$ cat config.mk
export PLATFORM = sky130hd
export DESIGN_NAME = seven_channel_tone_generator_top
export DESIGN_NICKNAME = d
export VERILOG_FILES = /design/src/design/tg7_pkg.sv /design/src/design/tg7_channel.sv /design/src/design/seven_channel_tone_generator_top.sv
export SDC_FILE = /design/constraint.sdc
export NUM_CORES = 1
export LEC_CHECK = 0
export BUFFER_PORTS_ARGS = -buffer_cell sky130_fd_sc_hd__buf_2
export CORE_MARGIN = 1.5
export CORE_UTILIZATION = 50
export CTS_BUF_LIST = sky130_fd_sc_hd__clkbuf_4 sky130_fd_sc_hd__clkbuf_8
export DETAILED_ROUTE_END_ITERATION = 8
export PLACE_DENSITY = 0.66
export SLEW_MARGIN = 20
export SYNTH_ARGS = -nofsm -noshare
export SYNTH_HDL_FRONTEND = slang
export SYNTH_SLANG_ARGS = --single-unit
$ cat constraint.sdc
create_clock -name clock -period 8.14 [get_ports clock]
set_clock_uncertainty 0.05 [all_clocks]
set_input_delay 0.407 -clock clock [delete_from_list [all_inputs] [get_ports clock]]
set_output_delay 0.407 -clock clock [all_outputs]
set_load 0.02 [all_outputs]
$ cat src/design/tg7_pkg.sv
package tg7_pkg;

   localparam int CHANNELS = 7;
   localparam int OCTAVES = 3;

   localparam int OP_W = 2;
   localparam int NOTE_W = 3;
   localparam int OCTAVE_W = 2;
   localparam int LEVELS_W = 7;
   localparam int PERIOD_W = 16;

   // channels that show up in the level field
   localparam int LEVEL_CHANNELS = (CHANNELS < LEVELS_W) ? CHANNELS : LEVELS_W;

   localparam logic [NOTE_W-1:0] NOTE_NONE = NOTE_W'(7);

   typedef enum logic [OP_W-1:0] {
      OP_TICK    = 2'd0,
      OP_SET_ONE = 2'd1,
      OP_SET_ALL = 2'd2
   } op_type;

   localparam int ROM_ROWS = 3;
   localparam int ROM_COLS = 7;

   // floor(floor(8000000 / f) / 2), one row per octave
   localparam logic [PERIOD_W-1:0] PERIOD_ROM [ROM_ROWS][ROM_COLS] = '{
      '{16'd30581, 16'd27247, 16'd24271, 16'd22909, 16'd20408, 16'd18181, 16'd16200},
      '{16'd15290, 16'd13619, 16'd12135, 16'd11454, 16'd10204, 16'd9090,  16'd8098},
      '{16'd7645,  16'd6810,  16'd6067,  16'd5727,  16'd5102,  16'd4545,  16'd4049}
   };

   typedef struct packed {
      logic                tick;
      logic                set;
      logic                enable;
      logic [PERIOD_W-1:0] load_value;
      logic [PERIOD_W-1:0] count_next;
   } chan_ctl_type;

   // out-of-table octaves and channels load zero
   function automatic logic [PERIOD_W-1:0] rom_lookup(input logic [OCTAVE_W-1:0] row,
                                                      input int col);
      logic [PERIOD_W-1:0] value;
      value = '0;
      if (int'(row) < ROM_ROWS && col >= 0 && col < ROM_COLS) begin
         value = PERIOD_ROM[row][col[2:0]];
      end
      return value;
   endfunction

endpackage

$ cat src/design/tg7_channel.sv
module tg7_channel (
   input  logic                            clock,
   input  logic                            reset,
   input  tg7_pkg::chan_ctl_type           ctl,
   output logic                            level_in,
   output logic [tg7_pkg::PERIOD_W-1:0]    half_period_in
);
   import tg7_pkg::*;

   logic [PERIOD_W-1:0] compare_ff, compare_in;
   logic [PERIOD_W-1:0] half_period_ff;
   logic                enabled_ff, enabled_in;
   logic                level_ff;

   always_comb begin
      compare_in     = compare_ff;
      half_period_in = half_period_ff;
      enabled_in     = enabled_ff;
      level_in       = level_ff;
      if (ctl.tick) begin
         if (compare_ff == ctl.count_next) begin
            compare_in = compare_ff + half_period_ff;
            if (enabled_ff) begin
               level_in = ~level_ff;
            end
         end
      end else if (ctl.set) begin
         if (ctl.enable) begin
            enabled_in     = 1'b1;
            half_period_in = ctl.load_value;
         end else begin
            // drop the tone and force the line low
            enabled_in = 1'b0;
            level_in   = 1'b0;
         end
      end
   end

   always_ff @(posedge clock) begin
      if (reset) begin
         compare_ff     <= '0;
         half_period_ff <= '0;
         enabled_ff     <= 1'b0;
         level_ff       <= 1'b0;
      end else begin
         compare_ff     <= compare_in;
         half_period_ff <= half_period_in;
         enabled_ff     <= enabled_in;
         level_ff       <= level_in;
      end
   end

endmodule

$ cat src/design/seven_channel_tone_generator_top.sv
// Seven-channel square-wave tone generator.
//
// Input channel (req_): one transaction per command. op 0 is a tick that
// advances the shared 16-bit counter; channels whose compare value matches
// advance it by their half-period and, when enabled, toggle their level.
// op 1 sets the channel named by req_note (note 7 is ignored), op 2 sets all
// channels. Octaves 0..2 enable the tone with a half-period from the note
// table; octave 3 disables the channel and drives its level low.
// Result channel (rsp_): exactly one transaction per command, carrying all
// levels and the half-period of req_note after the command took effect.
// A command is taken by the input register, and its channel update is
// loaded into the result register once the result register can advance.
// One command is accepted every cycle while the receiver does not stall;
// the channel update is combinational.
// Reset clears the counter, all compare values, half-periods, enables and
// levels, and empties both registers. When the receiver stalls, the result
// register holds and the input register still takes one more command; then
// req_ready drops until rsp_ready returns.
module seven_channel_tone_generator_top (
   input  logic                              clock,
   input  logic                              reset,
   input  logic                              req_valid,
   output logic                              req_ready,
   input  logic [tg7_pkg::OP_W-1:0]          req_op,
   input  logic [tg7_pkg::NOTE_W-1:0]        req_note,
   input  logic [tg7_pkg::OCTAVE_W-1:0]      req_octave,
   output logic                              rsp_valid,
   input  logic                              rsp_ready,
   output logic [tg7_pkg::LEVELS_W-1:0]      rsp_tone_levels,
   output logic [tg7_pkg::PERIOD_W-1:0]      rsp_half_period
);
   import tg7_pkg::*;

   logic                in_valid_ff, in_valid_in;
   logic [OP_W-1:0]     op_ff;
   logic [NOTE_W-1:0]   note_ff;
   logic [OCTAVE_W-1:0] octave_ff;

   logic                rsp_valid_ff, rsp_valid_in;
   logic [LEVELS_W-1:0] levels_ff, levels_in;
   logic [PERIOD_W-1:0] half_period_ff, half_period_in;

   logic [PERIOD_W-1:0] tick_ff, tick_in;

   logic advance;
   logic fire;
   logic do_tick;
   logic enable;

   chan_ctl_type        ctl [CHANNELS];
   logic                chan_level [CHANNELS];
   logic [PERIOD_W-1:0] chan_period [CHANNELS];

   assign advance     = !rsp_valid_ff || rsp_ready;
   assign fire        = in_valid_ff && advance;
   assign req_ready   = !in_valid_ff || advance;
   assign in_valid_in = req_ready ? req_valid : in_valid_ff;

   assign do_tick = fire && (op_ff == OP_TICK);
   assign enable  = int'(octave_ff) < OCTAVES;
   assign tick_in = do_tick ? tick_ff + PERIOD_W'(1) : tick_ff;

   for (genvar i = 0; i < CHANNELS; i++) begin : g_chan
      always_comb begin
         ctl[i].tick       = do_tick;
         ctl[i].set        = fire && ((op_ff == OP_SET_ALL) ||
                             ((op_ff == OP_SET_ONE) && (note_ff != NOTE_NONE) &&
                              (int'(note_ff) == i)));
         ctl[i].enable     = enable;
         ctl[i].load_value = rom_lookup(octave_ff, i);
         ctl[i].count_next = tick_ff + PERIOD_W'(1);
      end

      tg7_channel u_channel (
         .clock          (clock),
         .reset          (reset),
         .ctl            (ctl[i]),
         .level_in       (chan_level[i]),
         .half_period_in (chan_period[i])
      );
   end

   always_comb begin
      levels_in      = '0;
      half_period_in = '0;
      for (int i = 0; i < LEVEL_CHANNELS; i++) begin
         levels_in[i] = chan_level[i];
      end
      for (int i = 0; i < CHANNELS; i++) begin
         if ((note_ff != NOTE_NONE) && (int'(note_ff) == i)) begin
            half_period_in = chan_period[i];
         end
      end
      rsp_valid_in = advance ? in_valid_ff : rsp_valid_ff;
   end

   always_ff @(posedge clock) begin
      if (reset) begin
         in_valid_ff  <= 1'b0;
         rsp_valid_ff <= 1'b0;
         tick_ff      <= '0;
      end else begin
         in_valid_ff  <= in_valid_in;
         rsp_valid_ff <= rsp_valid_in;
         tick_ff      <= tick_in;
      end
   end

   always_ff @(posedge clock) begin
      if (req_ready) begin
         op_ff     <= req_op;
         note_ff   <= req_note;
         octave_ff <= req_octave;
      end
      if (fire) begin
         levels_ff      <= levels_in;
         half_period_ff <= half_period_in;
      end
   end

   assign rsp_valid       = rsp_valid_ff;
   assign rsp_tone_levels = levels_ff;
   assign rsp_half_period = half_period_ff;

endmodule

# Word level (Yosys, flattened, before mapping)
# Index checks and enable logic that the tools add are counted.
# Widths: inputs -> output; s select.
# classes
n_reduce_logical	51
n_mux	67
bitwise_logic	9
eq_ne	16
magnitude_cmp	2
addsub	8
# op_table
cell	n
$mux 16	28
$bmux 112 s2	1
$mux 112	2
$add 16x16->16	7
$eq 16x16->1	7
$mux 1	36
$reduce_and 2->1	14
$logic_and 1x1->1	24
$add 16x1->16 const B	1
$eq 3x3->1 const B	4
$logic_or 1x1->1	9
$not 1->1	8
$eq 3x2->1 const B	2
$ge 3x3->1 const B	1
$logic_not 3->1	1
$ne 3x3->1 const B	1
$not 2->3	1
$eq 2x1->1 const B	1
$eq 2x2->1 const B	1
$logic_not 1->1	2
$logic_not 2->1	1
$lt 2x2->1 const B	1
# word_totals
register_bits	286

# Logic depth before layout (Yosys ltp)
# logic_depth
depth_word	14
mapped_depth	13

# Modules after synthesis
# A second synthesis with hierarchy kept.
# hier_totals
hier_cells	2040
area_unflattened_um2	18490.2
# modules_own_cells
module	cells_per_inst	area_each_um2	instances
tg7_channel (g_chan[2].u_channel ...)	240	2205.9	3
tg7_channel (g_chan[0].u_channel ...)	258	2230.9	2
tg7_channel (g_chan[5].u_channel ...)	248	2169.6	2
seven_channel_tone_generator_top	308	3071.7	1

# Least setup slack after synthesis
# Ideal clock, no wire load.
# synth_timing
path_type	register to register
from	register tick_ff[1]
to	register g_chan[5].u_channel.compare_ff[15]
path_slack_ns	5.046
t_required_ns	8.020
setup_time_ns	0.070
arrival_ns	2.974
path_stages_with_launch	10
path_cell_list	dfxtp_1 -> ha_1 -> nand4_2 -> nor4_2 -> xnor2_2 -> xor2_1 -> nand4_1 -> or4_4 -> or4_1 -> a21oi_1
# synth_via
elab_chain_len	3
# synth_lines
item	line_no	source
start, declared	seven_channel_tone_generator_top.sv:43	logic [PERIOD_W-1:0] tick_ff, tick_in;
start signal, assigned	seven_channel_tone_generator_top.sv:105	tick_ff <= tick_in;
$add 16x1->16	seven_channel_tone_generator_top.sv:71	ctl[i].count_next = tick_ff + PERIOD_W'(1);
$eq 16x16->1	tg7_channel.sv:21	if (compare_ff == ctl.count_next) begin
$reduce_and 2->1 (no source line)	-	
end signal, assigned	tg7_channel.sv:46	compare_ff <= compare_in;
end, declared	tg7_channel.sv:10	logic [PERIOD_W-1:0] compare_ff, compare_in;
# Every way passes these cells.
# A chain may end at the register's enable or synchronous reset.

# Final worst setup path
# layout_timing
from	register tick_ff[0]
to	register g_chan[4].u_channel.compare_ff[3]
# layout_via
elab_chain_len	3
# layout_lines
item	line_no
$add 16x1->16	seven_channel_tone_generator_top.sv:71
$eq 16x16->1	tg7_channel.sv:21
$reduce_and 2->1 (no source line)	-
end signal, assigned	tg7_channel.sv:46
end, declared	tg7_channel.sv:10
# Every way passes these cells.

==> impl_metrics.py <==
metrics = {
    "status": {
        "outcome": "completed",
    },
    "logic_synthesis": {
        "ys.warnings.count": 0,
        "syn-mean-instance-area_sq_um": 8.60,
        "synth_top_family_by_area": "simple AND/OR/NAND/NOR gates",
        "synth_edf_count": 30,
        "synth-compound-area-share": 0.170,
        "syn-num-nets": 2260,
        "synth.lib_cells_used.distinct": 81,
        "synth_sequential_area_ratio": 0.329,
        "synth_seq_cells": 286,
        "synth-simple-area-share": 0.204,
        "synth_mux_area_frac": 0.0660,
        "synth-async-reset-ratio": 0,
        "yosys_most_used_dff": "sky130_fd_sc_hd__dfxtp_1",
        "syn-instance-count": 2131,
        "synth-xor-area-share": 0.113,
        "synthAdderAreaFrac": 0.0835,
        "syn-cell-area_sq_um": 18300,
    },
    "clocking": {
        "insertion_delay_ns": 0.65,
        "clock_tree_from_tritoncts": "yes",
        "cts.path.max_buffers": 3,
        "cts_hold_buffers": 8,
        "cts-resized-gates": 0,
        "cts_sink_cnt": 286,
        "clock-root-buffer": "sky130_fd_sc_hd__clkbuf_8",
        "path_clk_slew_ns": 0.07,
        "cts_inserted_buffers": 51,
        "cts_post_setup_buffers_inserted": 0,
        "ctsHtreeMaxLevel": 2,
    },
    "critical_path": {
        "worst_ep_required_time_ns": 8.65,
        "critical-path-top-delay-family": "simple AND/OR/NAND/NOR gates",
        "crit_buf_inv": 1,
        "worst-path-max-fanout": 16,
        "start_kind": "register",
        "worst_path_max_delay_cell": "sky130_fd_sc_hd__dfxtp_1",
        "criticalPathCategory": "reg -> reg",
        "path_cells": "ha_1 > nand4_2 > nor2_1 > xnor3_1 > nand2_1 > nor4_1 > nand4_1 > buf_4 > or3_1 > a21oi_1",
        "worst_ep_arrival_time_ns": 5.09,
        "timing.critical_path.slowest_cell_delay_ns": 0.81,
        "sort_of_element_at_the_end_of_the_critical_path": "register",
    },
    "cells_and_area": {
        "n_fill_cell": 3335,
        "post_route_cells_drive_above_1_share": 0.0873,
        "stdcell_area_sq_um": 20000,
        "layout-area-overhead-vs-synth_pct": 9.31,
        "leading_cell_types_in_the_layout_fill_and_taps_excluded": "290 x sky130_fd_sc_hd__nor2_1, 256 x sky130_fd_sc_hd__dfxtp_1, 188 x sky130_fd_sc_hd__a21oi_1",
        "layout.cells.most_common": "sky130_fd_sc_hd__nor2_1",
        "nNetsFinal": 2275,
        "layout.cells.non_filler": 2650,
    },
    "floorplanning": {
        "ios": 36,
        "placement_rows": 69,
        "core_sq_um": 35800,
        "fp.dieArea_sq_um": 37800,
        "die_height_microns": 194,
        "floorplan.initialDensity": 0.511,
        "dieWidth_microns": 194,
    },
    "global_route": {
        "grt_pass1_wl_microns": 92400,
        "antenna_found_initial": 2,
        "maximum_number_of_pins_on_one_net_before_global_route_repair": 119,
        "via_count_of_the_first_global_routing_pass": 15300,
        "grt_overflow": 0,
        "global_route.usage.total": 0.321,
    },
    "detailed_routing": {
        "ant_nets": 0,
        "dr.pass1.iters": 5,
        "totalWireLength_microns": 61500,
        "routed_via_density": 6.22,
        "post-route-drc-count": 0,
        "number_of_drc_markers_after_the_initial_detailed_route_iteration": 1432,
        "route.detailed.wl_per_inst_microns": 23.2,
        "vias": 16500,
    },
    "timing": {
        "hold-worst-slack_ns": 0.0961,
        "rsz0062_at_grt": "false",
        "slew-limit-headroom": 0.363,
        "highest_achievable_clock_rate_mhz": 218,
        "finalWorstPathRequiredPeriod_ns": 4.58,
        "finalSetupViolations": 0,
        "report.final.slew_viol_count": 0,
        "setup-tns-final_ns": 0,
        "max_slew.worst_pin.slew_ns": 0.950,
        "fin_crit_sh": 0.563,
        "finalHoldViolCount": 0,
    },
    "placement": {
        "detailedPlacementHpwl_microns": 47100,
        "detailed_place.area_sq_um": 18800,
        "buffer_ports.inserted": 35,
        "place_congestion": 1.08,
        "placedCellCount": 2546,
    },
    "pwr": {
        "power.leakage_nw": 8.62,
        "worst_ir_drop_vdd_uv": 152,
        "p_total_mw": 3.15,
        "power.density_cell_area_nw_per_um2": 157,
    },
    "hold_path": {
        "tightest_hold_check_type": "in -> reg",
    },
    "run": {
        "maxCapViolCount": 0,
    },
}
path summary, 6_finish.rpt:
| path | endpoint | startpoint | slack (ns) | cells past startpoint |
|---|---|---|---|---|
| hold reg to reg | g_chan[0].u_channel.compare_ff[15]$_SDFFE_PP0P_ | g_chan[0].u_channel.compare_ff[15]$_SDFFE_PP0P_ | 0.45 | 2 |
| setup reg to reg | g_chan[4].u_channel.compare_ff[3]$_SDFFE_PP0P_ | tick_ff[0]$_SDFFE_PP0P_ | 3.56 | 10 |
| setup / recovery | g_chan[4].u_channel.compare_ff[3]$_SDFFE_PP0P_ | tick_ff[0]$_SDFFE_PP0P_ | 3.56 | 10 |
| hold / removal | in_valid_ff$_SDFFE_PP0P_ | rsp_ready | 0.1 | 4 |
cell families (layout without fill, tap and decap cells):
group           Yosys count  in the layout
fa+ha+maj               118            118
other cells               0              1
xor+xnor                196            196
buf+inv                 158            215
mux                     118            118
simple gates            761            761
compound gates          494            494
flops                   286            286
Yosys cell counts, drive strengths merged (6+ instances only):
cell type / n / area, sq um
or3: 55 / 344
ha: 111 / 1390
a31o: 8 / 70.1
nor2: 292 / 1110
inv: 58 / 218
nand2: 113 / 424
edfxtp: 30 / 901
o221ai: 10 / 87.6
fa: 7 / 140
or4: 8 / 63.8
o31ai: 10 / 75.1
a211oi: 30 / 225
or2: 9 / 56.3
buf: 32 / 155
xnor3: 23 / 518
nand4: 18 / 134
nor4: 21 / 138
and3: 20 / 125
nor2b: 31 / 194
o22ai: 18 / 113
a31oi: 21 / 131
a21oi: 188 / 941
a2111oi: 6 / 52.6
o211ai: 13 / 97.6
mux2i: 113 / 1130
o21a: 23 / 173
dfxtp: 256 / 5120
a22o: 6 / 52.6
nand2b: 26 / 163
xor2: 58 / 508
nand3: 49 / 250
o21ai: 80 / 400
a21o: 19 / 143
a22oi: 6 / 45.0
xnor2: 115 / 1050
clkbuf: 67 / 251
nor3: 70 / 377
and2: 16 / 100
nor3b: 16 / 120
worst reg2reg max path, stage by stage, from the launching register on:
cell	delay [ns]
sky130_fd_sc_hd__dfxtp_1	0.81
sky130_fd_sc_hd__ha_1	0.64
sky130_fd_sc_hd__nand4_2	0.31
sky130_fd_sc_hd__nor2_1	0.62
sky130_fd_sc_hd__xnor3_1	0.23
sky130_fd_sc_hd__nand2_1	0.06
sky130_fd_sc_hd__nor4_1	0.29
sky130_fd_sc_hd__nand4_1	0.55
sky130_fd_sc_hd__buf_4	0.43
sky130_fd_sc_hd__or3_1	0.38
sky130_fd_sc_hd__a21oi_1	0.14
layout make-up:
class | count | area (sq um) | area share
sequential | 286 | 6030 | 0.301
multi-input combinational | 1687 | 11700 | 0.583
timing repair buffer | 61 | 399 | 0.0199
inverter | 59 | 221 | 0.0111
antenna | 1 | 2.50 | 0.000125
tap | 461 | 577 | 0.0288
clock inverter | 24 | 213 | 0.0106
clock buffer | 71 | 915 | 0.0457
through the flow:
stage,utilization,setup WS (ns)
after global routing,0.559,3.29
after CTS,0.559,3.63
after global placement,0.525,3.71
after floorplan,-,5.05
final,0.559,3.56
after detailed placement,0.525,3.65
routing by layer:
metal  GRT usage  vias up  share of wire
li1            -     7738              -
met1       0.446     7900           0.44
met2       0.491      705           0.43
met3      0.0543      150          0.084
met4       0.141        0          0.044
met5           0        -              0
state kept, by name (all words and copies together) (netlist names):
register	count
g_chan.u_channel.enabled_ff	7
note_ff	3
rsp_half_period	16
rsp_valid	1
g_chan.u_channel.half_period_ff	112
octave_ff	2
g_chan.u_channel.compare_ff	112
rsp_tone_levels	7
in_valid_ff	1
g_chan.u_channel.level_ff	7
op_ff	2
tick_ff	16
report_power, final:
group	internal, mW	total (mW)	switching [mW]	leakage, nW
Sequential	1.44	1.46	0.0208	2.36
Clock	0.830	1.49	0.660	0.602
Combinational	0.0549	0.190	0.135	5.66
Total	2.33	3.15	0.816	8.62
Note: power is estimated with default switching activity, not from simulation.
